--- src/oaids_pkg.sv ---
`default_nettype none
package oaids_pkg;

  // default configuration
  localparam int unsigned DefDepth    = 16;
  localparam int unsigned DefWordBits = 32;

  // payload field widths
  localparam int unsigned OpBits     = 3;
  localparam int unsigned IndexBits  = 4;
  localparam int unsigned ValueBits  = 32;
  localparam int unsigned StatusBits = 2;
  localparam int unsigned PosBits    = 5;
  localparam int unsigned CountBits  = 5;

  typedef enum logic [OpBits-1:0] {
    OP_INSERT    = 3'd0,
    OP_APPEND    = 3'd1,
    OP_DEL_INDEX = 3'd2,
    OP_DEL_VALUE = 3'd3,
    OP_FIND      = 3'd4
  } op_e;

  typedef enum logic [StatusBits-1:0] {
    ST_OK        = 2'd0,
    ST_FULL      = 2'd1,
    ST_BAD_INDEX = 2'd2,
    ST_NOT_FOUND = 2'd3
  } status_e;

  typedef enum logic [2:0] {
    CELL_HOLD   = 3'd0,
    CELL_INSERT = 3'd1,
    CELL_DELETE = 3'd2,
    CELL_MARK   = 3'd3,
    CELL_SWAP   = 3'd4
  } cell_op_e;

  // broadcast to every cell of the row
  typedef struct packed {
    cell_op_e op;
    logic     phase;
  } cell_cmd_t;

endpackage
`default_nettype wire

--- src/oaids_req_if.sv ---
`default_nettype none
interface oaids_req_if;
  import oaids_pkg::*;

  logic                        valid;
  logic                        ready;
  logic [OpBits-1:0]           op;
  logic [IndexBits-1:0]        index;
  logic signed [ValueBits-1:0] value;

  modport source (output valid, op, index, value, input ready);
  modport sink   (input valid, op, index, value, output ready);
endinterface
`default_nettype wire

--- src/oaids_rsp_if.sv ---
`default_nettype none
interface oaids_rsp_if;
  import oaids_pkg::*;

  logic                  valid;
  logic                  ready;
  logic [StatusBits-1:0] status;
  logic [PosBits-1:0]    position;
  logic [CountBits-1:0]  count_after;

  modport source (output valid, status, position, count_after, input ready);
  modport sink   (input valid, status, position, count_after, output ready);
endinterface
`default_nettype wire

--- src/oaids_cell.sv ---
`default_nettype none
module oaids_cell #(
  parameter int unsigned WordBits = oaids_pkg::DefWordBits,
  parameter int unsigned IdxBits  = oaids_pkg::IndexBits,
  parameter int unsigned CntBits  = oaids_pkg::CountBits,
  parameter int unsigned Pos      = 0
) (
  input  wire logic                  clk_i,
  input  wire logic                  rst_ni,
  input  wire oaids_pkg::cell_cmd_t  cmd_i,
  input  wire logic [IdxBits-1:0]    index_i,
  input  wire logic [CntBits-1:0]    count_i,
  input  wire logic [WordBits-1:0]   word_i,
  input  wire logic [WordBits-1:0]   left_data_i,
  input  wire logic [WordBits-1:0]   right_data_i,
  input  wire logic                  left_dead_i,
  input  wire logic                  right_dead_i,
  output      logic [WordBits-1:0]   data_o,
  output      logic                  dead_o,
  output      logic                  match_o
);
  import oaids_pkg::*;

  localparam logic [IdxBits-1:0] PosIdx   = IdxBits'(Pos);
  localparam logic [CntBits-1:0] PosCnt   = CntBits'(Pos);
  localparam logic               LeftRole = 1'(Pos % 2);

  logic [WordBits-1:0] data_q, data_d;
  logic                dead_q, dead_d;

  // only entries below the count take part
  assign match_o = (data_q == word_i) && (PosCnt < count_i);

  always_comb begin
    data_d = data_q;
    dead_d = dead_q;
    unique case (cmd_i.op)
      CELL_HOLD: ;
      CELL_INSERT: begin
        if (PosIdx > index_i) begin
          data_d = left_data_i;
        end else if (PosIdx == index_i) begin
          data_d = word_i;
        end
      end
      CELL_DELETE: begin
        if (PosIdx >= index_i) begin
          data_d = right_data_i;
        end
      end
      CELL_MARK: dead_d = match_o;
      CELL_SWAP: begin
        // odd-even exchange: a live entry moves left past a dead one
        if (cmd_i.phase == LeftRole) begin
          if (dead_q && !right_dead_i) begin
            data_d = right_data_i;
            dead_d = 1'b0;
          end
        end else begin
          if (!dead_q && left_dead_i) begin
            data_d = left_data_i;
            dead_d = 1'b1;
          end
        end
      end
      default: ;
    endcase
  end

  always_ff @(posedge clk_i) begin
    data_q <= data_d;
  end

  always_ff @(posedge clk_i or negedge rst_ni) begin
    if (!rst_ni) begin
      dead_q <= 1'b0;
    end else begin
      dead_q <= dead_d;
    end
  end

  assign data_o = data_q;
  assign dead_o = dead_q;

endmodule
`default_nettype wire

--- src/ordered_array_insert_delete_search_core.sv ---
// packed list of up to Depth signed words, held in a row of cells
//
// req_i carries op, index and value; rsp_o returns status, position and
// count_after. both are valid/ready channels, a request moves on an edge
// where valid and ready are both high.
//
// insert, append, delete at index and unknown op codes finish in the accept
// cycle: the cells from the index on shift from a neighbor at once, the response is valid
// on the next cycle. one request per cycle while responses are taken.
// delete by value and find mark matching cells in the accept cycle, then
// scan: a match line shifts one bit a cycle past the head to count matches
// and locate the first one, and for a delete by value the cells run Depth
// rounds of odd-even exchange to compact the survivors.
// req_i.ready is high only while idle and the response register is empty
// or being taken; a stalled receiver holds the response and blocks requests.
// reset empties the list and drops any pending response; the cell words
// are not cleared, slots at or above the count are never read.
`default_nettype none
module ordered_array_insert_delete_search_core #(
  parameter int unsigned Depth    = oaids_pkg::DefDepth,
  parameter int unsigned WordBits = oaids_pkg::DefWordBits
) (
  input  wire logic       clk_i,
  input  wire logic       rst_ni,
  oaids_req_if.sink       req_i,
  oaids_rsp_if.source     rsp_o
);
  import oaids_pkg::*;

  localparam int unsigned CntW = $clog2(Depth + 1);
  localparam int unsigned IdxW = (CntW > IndexBits) ? CntW : IndexBits;
  localparam int unsigned StepW = $clog2(Depth);
  localparam logic [CntW-1:0]  DepthC   = CntW'(Depth);
  localparam logic [StepW-1:0] LastStep = StepW'(Depth - 1);

  typedef enum logic [2:0] {
    S_IDLE = 3'b001,
    S_SCAN = 3'b010,
    S_DONE = 3'b100
  } state_e;

  state_e            state_q, state_d;
  logic [CntW-1:0]   count_q, count_d;
  logic [StepW-1:0]  step_q, step_d;
  logic [Depth-1:0]  mline_q, mline_d;
  logic [CntW-1:0]   nmatch_q, nmatch_d;
  logic [CntW-1:0]   pos_q, pos_d;
  logic              found_q, found_d;
  logic              find_q, find_d;

  // response register
  logic                  rv_q, rv_d;
  logic [StatusBits-1:0] rstat_q, rstat_d;
  logic [PosBits-1:0]    rpos_q, rpos_d;
  logic [CountBits-1:0]  rcnt_q, rcnt_d;

  // row of cells
  cell_cmd_t            cmd;
  logic [IdxW-1:0]      cell_index;
  logic [WordBits-1:0]  word;
  logic [WordBits-1:0]  data_w [Depth];
  logic [Depth-1:0]     dead_w;
  logic [Depth-1:0]     match_w;

  logic            slot_free;
  logic            accept;
  logic [IdxW-1:0] idx_ext;
  logic [IdxW-1:0] cnt_ext;
  logic            full;
  logic            hit;

  assign slot_free   = !rv_q || rsp_o.ready;
  assign req_i.ready = (state_q == S_IDLE) && slot_free;
  assign accept      = req_i.valid && req_i.ready;

  // sign extend or cut the request value to the word width
  assign word    = WordBits'(req_i.value);
  assign idx_ext = IdxW'(req_i.index);
  assign cnt_ext = IdxW'(count_q);
  assign full    = (count_q == DepthC);
  assign hit     = mline_q[0] && (CntW'(step_q) < count_q);

  always_comb begin
    state_d    = state_q;
    count_d    = count_q;
    step_d     = step_q;
    mline_d    = mline_q;
    nmatch_d   = nmatch_q;
    pos_d      = pos_q;
    found_d    = found_q;
    find_d     = find_q;
    rv_d       = rv_q && !rsp_o.ready;
    rstat_d    = rstat_q;
    rpos_d     = rpos_q;
    rcnt_d     = rcnt_q;
    cmd.op     = CELL_HOLD;
    cmd.phase  = step_q[0];
    cell_index = idx_ext;

    unique case (state_q)
      S_IDLE: begin
        if (accept) begin
          rstat_d = ST_OK;
          rpos_d  = '0;
          case (req_i.op) inside
            OP_INSERT: begin
              if (full) begin
                rstat_d = ST_FULL;
              end else if (idx_ext > cnt_ext) begin
                rstat_d = ST_BAD_INDEX;
              end else begin
                cmd.op  = CELL_INSERT;
                count_d = count_q + 1'b1;
              end
            end
            OP_APPEND: begin
              // an append is an insert at the count
              cell_index = cnt_ext;
              if (full) begin
                rstat_d = ST_FULL;
              end else begin
                cmd.op  = CELL_INSERT;
                count_d = count_q + 1'b1;
              end
            end
            OP_DEL_INDEX: begin
              if (idx_ext >= cnt_ext) begin
                rstat_d = ST_BAD_INDEX;
              end else begin
                cmd.op  = CELL_DELETE;
                count_d = count_q - 1'b1;
              end
            end
            OP_DEL_VALUE, OP_FIND: begin
              cmd.op   = CELL_MARK;
              mline_d  = match_w;
              step_d   = '0;
              nmatch_d = '0;
              pos_d    = '0;
              found_d  = 1'b0;
              find_d   = (req_i.op == OP_FIND);
              state_d  = S_SCAN;
            end
            default: ;
          endcase
          if (state_d == S_IDLE) begin
            rv_d   = 1'b1;
            rcnt_d = CountBits'(count_d);
          end
        end
      end
      S_SCAN: begin
        if (!find_q) begin
          cmd.op = CELL_SWAP;
        end
        mline_d = mline_q >> 1;
        step_d  = step_q + 1'b1;
        if (hit) begin
          nmatch_d = nmatch_q + 1'b1;
          if (!found_q) begin
            found_d = 1'b1;
            pos_d   = CntW'(step_q) + 1'b1;
          end
        end
        if (step_q == LastStep) begin
          state_d = S_DONE;
        end
      end
      S_DONE: begin
        if (slot_free) begin
          rv_d = 1'b1;
          if (find_q) begin
            rstat_d = found_q ? ST_OK : ST_NOT_FOUND;
            rpos_d  = PosBits'(pos_q);
            rcnt_d  = CountBits'(count_q);
          end else begin
            rstat_d = (nmatch_q == '0) ? ST_NOT_FOUND : ST_OK;
            rpos_d  = '0;
            count_d = count_q - nmatch_q;
            rcnt_d  = CountBits'(count_d);
          end
          state_d = S_IDLE;
        end
      end
      default: state_d = S_IDLE;
    endcase
  end

  for (genvar g = 0; g < Depth; g++) begin : g_cell
    logic [WordBits-1:0] left_data, right_data;
    logic                left_dead, right_dead;

    // edge cells see a live entry on the left and a dead one on the right,
    // so nothing crosses the ends of the row
    if (g == 0) begin : g_first
      assign left_data = '0;
      assign left_dead = 1'b0;
    end else begin : g_inner_l
      assign left_data = data_w[g-1];
      assign left_dead = dead_w[g-1];
    end
    if (g == Depth - 1) begin : g_last
      assign right_data = '0;
      assign right_dead = 1'b1;
    end else begin : g_inner_r
      assign right_data = data_w[g+1];
      assign right_dead = dead_w[g+1];
    end

    oaids_cell #(
      .WordBits (WordBits),
      .IdxBits  (IdxW),
      .CntBits  (CntW),
      .Pos      (g)
    ) u_cell (
      .clk_i        (clk_i),
      .rst_ni       (rst_ni),
      .cmd_i        (cmd),
      .index_i      (cell_index),
      .count_i      (count_q),
      .word_i       (word),
      .left_data_i  (left_data),
      .right_data_i (right_data),
      .left_dead_i  (left_dead),
      .right_dead_i (right_dead),
      .data_o       (data_w[g]),
      .dead_o       (dead_w[g]),
      .match_o      (match_w[g])
    );
  end

  always_ff @(posedge clk_i or negedge rst_ni) begin
    if (!rst_ni) begin
      state_q <= S_IDLE;
      count_q <= '0;
      step_q  <= '0;
      rv_q    <= 1'b0;
      find_q  <= 1'b0;
      found_q <= 1'b0;
    end else begin
      state_q <= state_d;
      count_q <= count_d;
      step_q  <= step_d;
      rv_q    <= rv_d;
      find_q  <= find_d;
      found_q <= found_d;
    end
  end

  // payload, no reset needed
  always_ff @(posedge clk_i) begin
    mline_q  <= mline_d;
    nmatch_q <= nmatch_d;
    pos_q    <= pos_d;
    rstat_q  <= rstat_d;
    rpos_q   <= rpos_d;
    rcnt_q   <= rcnt_d;
  end

  assign rsp_o.valid       = rv_q;
  assign rsp_o.status      = rstat_q;
  assign rsp_o.position    = rpos_q;
  assign rsp_o.count_after = rcnt_q;

  // the list never holds more than Depth entries
  a_count_bound: assert property (@(posedge clk_i) disable iff (!rst_ni)
    count_q <= DepthC)
    else $error("entry count above depth");

  // a request that finishes in the accept cycle leaves a response behind it
  a_quick_rsp: assert property (@(posedge clk_i) disable iff (!rst_ni)
    (accept && (state_d == S_IDLE)) |=> rsp_o.valid)
    else $error("missing response after one-cycle request");

  // the scan ends after its last step
  a_scan_len: assert property (@(posedge clk_i) disable iff (!rst_ni)
    (state_q == S_SCAN && step_q == LastStep) |=> (state_q == S_DONE))
    else $error("scan did not end on its last step");

  // the count moves only on an accept or when a scan finishes
  a_count_moves: assert property (@(posedge clk_i) disable iff (!rst_ni)
    !$stable(count_q) |-> $past((accept && state_q == S_IDLE) || state_q == S_DONE))
    else $error("count changed outside an operation");

endmodule
`default_nettype wire

--- src/flat_wrapper.sv ---
// flat-port wrapper written by rule: the top's interface ports become plain ports
module ordered_array_insert_delete_search_core_flat import oaids_pkg::*;
#(
  parameter int unsigned Depth    = oaids_pkg::DefDepth,
  parameter int unsigned WordBits = oaids_pkg::DefWordBits
)
  (clk_i, rst_ni, req_i_valid, req_i_op, req_i_index, req_i_value, req_i_ready, rsp_o_valid, rsp_o_status, rsp_o_position, rsp_o_count_after, rsp_o_ready);
  oaids_req_if req_i_i ();
  oaids_rsp_if rsp_o_i ();
  input  wire logic clk_i;
  input  wire logic rst_ni;
  input wire logic [$bits(req_i_i.valid)-1:0] req_i_valid;
  input wire logic [$bits(req_i_i.op)-1:0] req_i_op;
  input wire logic [$bits(req_i_i.index)-1:0] req_i_index;
  input wire logic [$bits(req_i_i.value)-1:0] req_i_value;
  output wire logic [$bits(req_i_i.ready)-1:0] req_i_ready;
  output wire logic [$bits(rsp_o_i.valid)-1:0] rsp_o_valid;
  output wire logic [$bits(rsp_o_i.status)-1:0] rsp_o_status;
  output wire logic [$bits(rsp_o_i.position)-1:0] rsp_o_position;
  output wire logic [$bits(rsp_o_i.count_after)-1:0] rsp_o_count_after;
  input wire logic [$bits(rsp_o_i.ready)-1:0] rsp_o_ready;
  assign req_i_i.valid = req_i_valid;
  assign req_i_i.op = req_i_op;
  assign req_i_i.index = req_i_index;
  assign req_i_i.value = req_i_value;
  assign req_i_ready = req_i_i.ready;
  assign rsp_o_valid = rsp_o_i.valid;
  assign rsp_o_status = rsp_o_i.status;
  assign rsp_o_position = rsp_o_i.position;
  assign rsp_o_count_after = rsp_o_i.count_after;
  assign rsp_o_i.ready = rsp_o_ready;
  ordered_array_insert_delete_search_core #(.Depth(Depth), .WordBits(WordBits)) u_core (.clk_i(clk_i), .rst_ni(rst_ni), .req_i(req_i_i), .rsp_o(rsp_o_i));
endmodule
--- config.mk ---
export PLATFORM = sky130hd
export DESIGN_NAME = ordered_array_insert_delete_search_core_flat
export DESIGN_NICKNAME = d
export VERILOG_FILES = /design/src/oaids_pkg.sv /design/src/oaids_req_if.sv /design/src/oaids_rsp_if.sv /design/src/oaids_cell.sv /design/src/ordered_array_insert_delete_search_core.sv /design/src/flat_wrapper.sv
export SDC_FILE = /design/constraint.sdc
export NUM_CORES = 2
export LEC_CHECK = 0
export BUFFER_PORTS_ARGS = -buffer_cell sky130_fd_sc_hd__buf_4
export CAP_MARGIN = 15
export CORE_ASPECT_RATIO = 0.75
export CORE_UTILIZATION = 40
export CTS_CLUSTER_DIAMETER = 120
export CTS_CLUSTER_SIZE = 28
export DETAILED_ROUTE_END_ITERATION = 12
export GPL_TIMING_DRIVEN = 0
export PLACE_DENSITY_LB_ADDON = 0.15
export SETUP_SLACK_MARGIN = 0.5
export SYNTH_ARGS = -nofsm -noshare
export SYNTH_HDL_FRONTEND = slang
export SYNTH_HIERARCHICAL = 1
export SYNTH_SLANG_ARGS = --single-unit
export TNS_END_PERCENT = 1
--- constraint.sdc ---
create_clock -name clk_i -period 26.6 [get_ports clk_i]
set_input_delay 2.66 -clock clk_i [delete_from_list [all_inputs] [get_ports clk_i]]
set_output_delay 2.66 -clock clk_i [all_outputs]
set_load 0.01 [all_outputs]
==> results.yml <==
timing:
  timing.setup.tns_ns: 0
  fmax_ghz: 0.154
  fin_skew_ns: 0.0392
  rsz0062_at_grt: "no"
  fin_crit_ns: 6.51
  finalCritPeriodShare_pct: 24.5
  worst_pin_slew_ns: 1.17
  max_slew_margin_pct: 22.0
  setup_ws_ns: 20.09
  setup_viol: 0
  slew_violations: 0
  finalHoldViolations: 0
setup_path:
  reg2reg_from: "u_core/cnt_ext[1]$_DFFE_PN0P_"
  critPathLaunchType: "input pin"
  regToRegSetupSlack_ns: 20.58
  startpoint: "req_i_valid"
  reg2reg_to: "u_core/g_cell[8].u_cell/data_o[16]$_DFFE_PP_"
  endpoint: "u_core/g_cell[8].u_cell/data_o[16]$_DFFE_PP_"
  arrival_ns: 6.88
  crit_fanout: 23
  path_class: "in -> reg"
  end_kind: "flop"
  critPathRequiredTime_ns: 26.96
  rr_worst_depth: 14
synthesis:
  async_flop_share_pct: 5.34
  ys_types: 118
  avgSynthCellArea_um2: 11.3
  synth-seq-area-share_pct: 47.6
  synth_ff_type: "edfxtp_1"
  synth_edf_count: 550
  ys_ff_latch: 581
  synth_cells: 3208
  synth_warnings: 6
  netlist_area_um2: 36300
clock_network:
  cts_tree: "built"
  cts_repair_resize_count: 0
  cts_inserted_buffers: 25
  clockBufferDepth: 3
  cts_max_level: 1
  cts_sinks: 581
  clk-insertion-delay-late_ns: 0.65
  postCtsHoldBufs: 0
  cts_root_buffer: "clkbuf_16"
  cts_setup_buffers: 0
  path_clk_slew_ns: 0.12
final_layout:
  nFillCells: 8477
  fin_nets: 3451
  fin_area_um2: 40000
  drive_above_1_share_pct: 10.6
  stdcell_count: 4621
  diodes: 0
  area_delta_synth_final_pct: 10.2
global_routing:
  grt_max_degree: 85
  grt_use_met2_pct: 40.3
  top_usage_layer: "met1"
  antenna_found_initial: 1
  grt_pass1_wl_um: 207000
  use_met1_pct: 49.4
  track_usage_pct: 31.0
  use_met3_pct: 8.90
  overflow: 0
  grt_pass1_vias: 27553
die:
  placementRows: 95
  die-width_um: 350
  pin_count: 57
  die_y_um: 263
  start_util_pct: 40.5
  core_um2: 89700
  die_area_um2: 92000
routing:
  vias: 30617
  via_per_inst: 6.63
  dr.pass1.iters: 13
  wl_um: 148000
  drc: 0
  drt_iter0_drc: 6744
  ant_nets: 0
  avgRoutedWirePerCell_um: 32.0
worst_hold_path:
  hp-class: "reg -> reg"
placed_design:
  dpl_cell_area_um2: 39300
  dp_cells: 4575
  gp_congestion: 0.908
  pre_cts_ws_ns: 19.45
  io_buffers: 54
  hpwl_um: 104000
job:
  maxCapViolations: 0
pwr:
  finalPower_mw: 2.41
  power.density_nw_per_um2: 60.2
  power_leakage_nw: 15.8
  peakVddDrop_mv: 0.0458
run_status:
  outcome: "completed"
worst max-delay path, cell delays in order:
cell	delay, ns
buf_4	0.09
nand3b_1	0.09
a211o_1	0.41
inv_2	0.30
nand2_2	0.19
nor2_2	0.31
mux2_1	0.83
o31a_1	0.49
o41ai_2	0.60
buf_4	0.31
buf_4	0.21
buf_4	0.18
buf_4	0.18
cell type report:
type	instances	area [um^2]	share of cell area [%]
flip-flops and latches	581	17300	43.2
multi-input cells	2123	16700	41.8
well taps	1212	1520	3.79
inverters	395	1480	3.70
plain buffers	174	1220	3.05
repair buffers	91	1050	2.62
clock buffers	41	686	1.71
clock inverters	4	40.0	0.100
power by group:
group          internal, mW  leakage [nW]  switching, mW
registers              1.12          5.47          0.142
clock network         0.183         0.349          0.318
logic                 0.262          9.93          0.390
registers in the layout, indices dropped and copies added, names as in the netlist:
register and cells:
u_core/g_cell.u_cell/data_o 512, u_core/g_cell.u_cell/dead_o 16, u_core/mline_q 16, u_core/cnt_ext 5, u_core/nmatch_q 5, u_core/pos_q 5, u_core/rsp_o.count_after 5, u_core/rsp_o.position 5
u_core/step_q 4, u_core/state_q 3, u_core/rsp_o.status 2, u_core/find_q 1, u_core/found_q 1, u_core/rsp_o.valid 1
synth_stat cells, types with 8 or more instances:
library cell | number | area (um^2)
a22o_1 | 156 | 1370
nor2b_1 | 14 | 87.6
nor4_1 | 72 | 450
nand4_1 | 76 | 475
nand3_1 | 25 | 125
nand3b_1 | 14 | 105
o31ai_1 | 8 | 60.1
xor2_1 | 249 | 2180
clkbuf_4 | 8 | 60.1
buf_2 | 58 | 290
o22ai_1 | 9 | 56.3
nand2_1 | 107 | 402
buf_6 | 54 | 608
inv_1 | 388 | 1460
clkbuf_1 | 40 | 150
nor2_1 | 80 | 300
nor3_1 | 21 | 105
o41ai_1 | 8 | 70.1
o21a_1 | 10 | 75.1
a21oi_1 | 65 | 325
a21o_1 | 184 | 1380
nor3b_1 | 13 | 97.6
a222oi_1 | 352 | 3520
a31oi_1 | 8 | 50.1
o21ai_0 | 36 | 180
buf_4 | 13 | 97.6
edfxtp_1 | 550 | 16500
xnor2_1 | 272 | 2380
nand2b_1 | 46 | 288
dfrtp_1 | 30 | 751
ha_1 | 16 | 200
o21ai_1 | 18 | 90.1
cell usage in the layout, fill, tap and decap left out, types with 29 or more instances in the layout:
cell type	Yosys	layout
buf_4	13	78
inv_1	388	388
conb_1	2	67
edfxtp_1	550	550
nand2_1	107	107
xnor2_1	272	272
nor4_1	72	72
o21ai_0	36	31
a21o_1	184	183
clkbuf_1	40	56
nor2_1	80	79
xor2_1	249	249
nand4_1	76	76
buf_2	58	58
a222oi_1	352	352
buf_6	54	56
dfrtp_1	30	29
a21oi_1	65	61
a22o_1	156	155
nand2b_1	46	46
layer usage:
layer,up-vias,wire length [um]
li1,12824,-
met1,15152,64500
met2,2434,56900
met3,205,22900
met4,2,3590
met5,-,21
through the flow:
stage	util [%]	hold slack, ns
floorplan	-	0.484
global placement	42.9	0.490
detailed placement	43.8	0.495
CTS	44.6	0.515
global route	44.6	0.537
finish	44.6	0.513
kinds of logic after synthesis:
family / count (synthesis) / share of synthesized area, %
AO/OA/AOI/OAI: 962 / 22.9
XOR/XNOR: 521 / 12.6
adder cells (fa/ha/maj): 17 / 0.606
buffers and inverters: 569 / 7.44
flip-flops: 581 / 47.6
multiplexers: 12 / 0.351
other: 2 / 0.0207
AND/OR/NAND/NOR: 544 / 8.48
how the worst min path moves through the flow:
stage / to / from / depth (start not counted)
global placement: u_core/mline_q[5]$_DFFE_PP_ / u_core/mline_q[6]$_DFFE_PP_ / 2
finish: u_core/mline_q[9]$_DFFE_PP_ / u_core/mline_q[10]$_DFFE_PP_ / 2
floorplan: u_core/mline_q[0]$_DFFE_PP_ / u_core/mline_q[1]$_DFFE_PP_ / 2
CTS: u_core/mline_q[9]$_DFFE_PP_ / u_core/mline_q[10]$_DFFE_PP_ / 2
detailed placement: u_core/mline_q[5]$_DFFE_PP_ / u_core/mline_q[6]$_DFFE_PP_ / 2
global route: u_core/mline_q[9]$_DFFE_PP_ / u_core/mline_q[10]$_DFFE_PP_ / 2
Note: power is estimated with default switching activity, not from simulation.
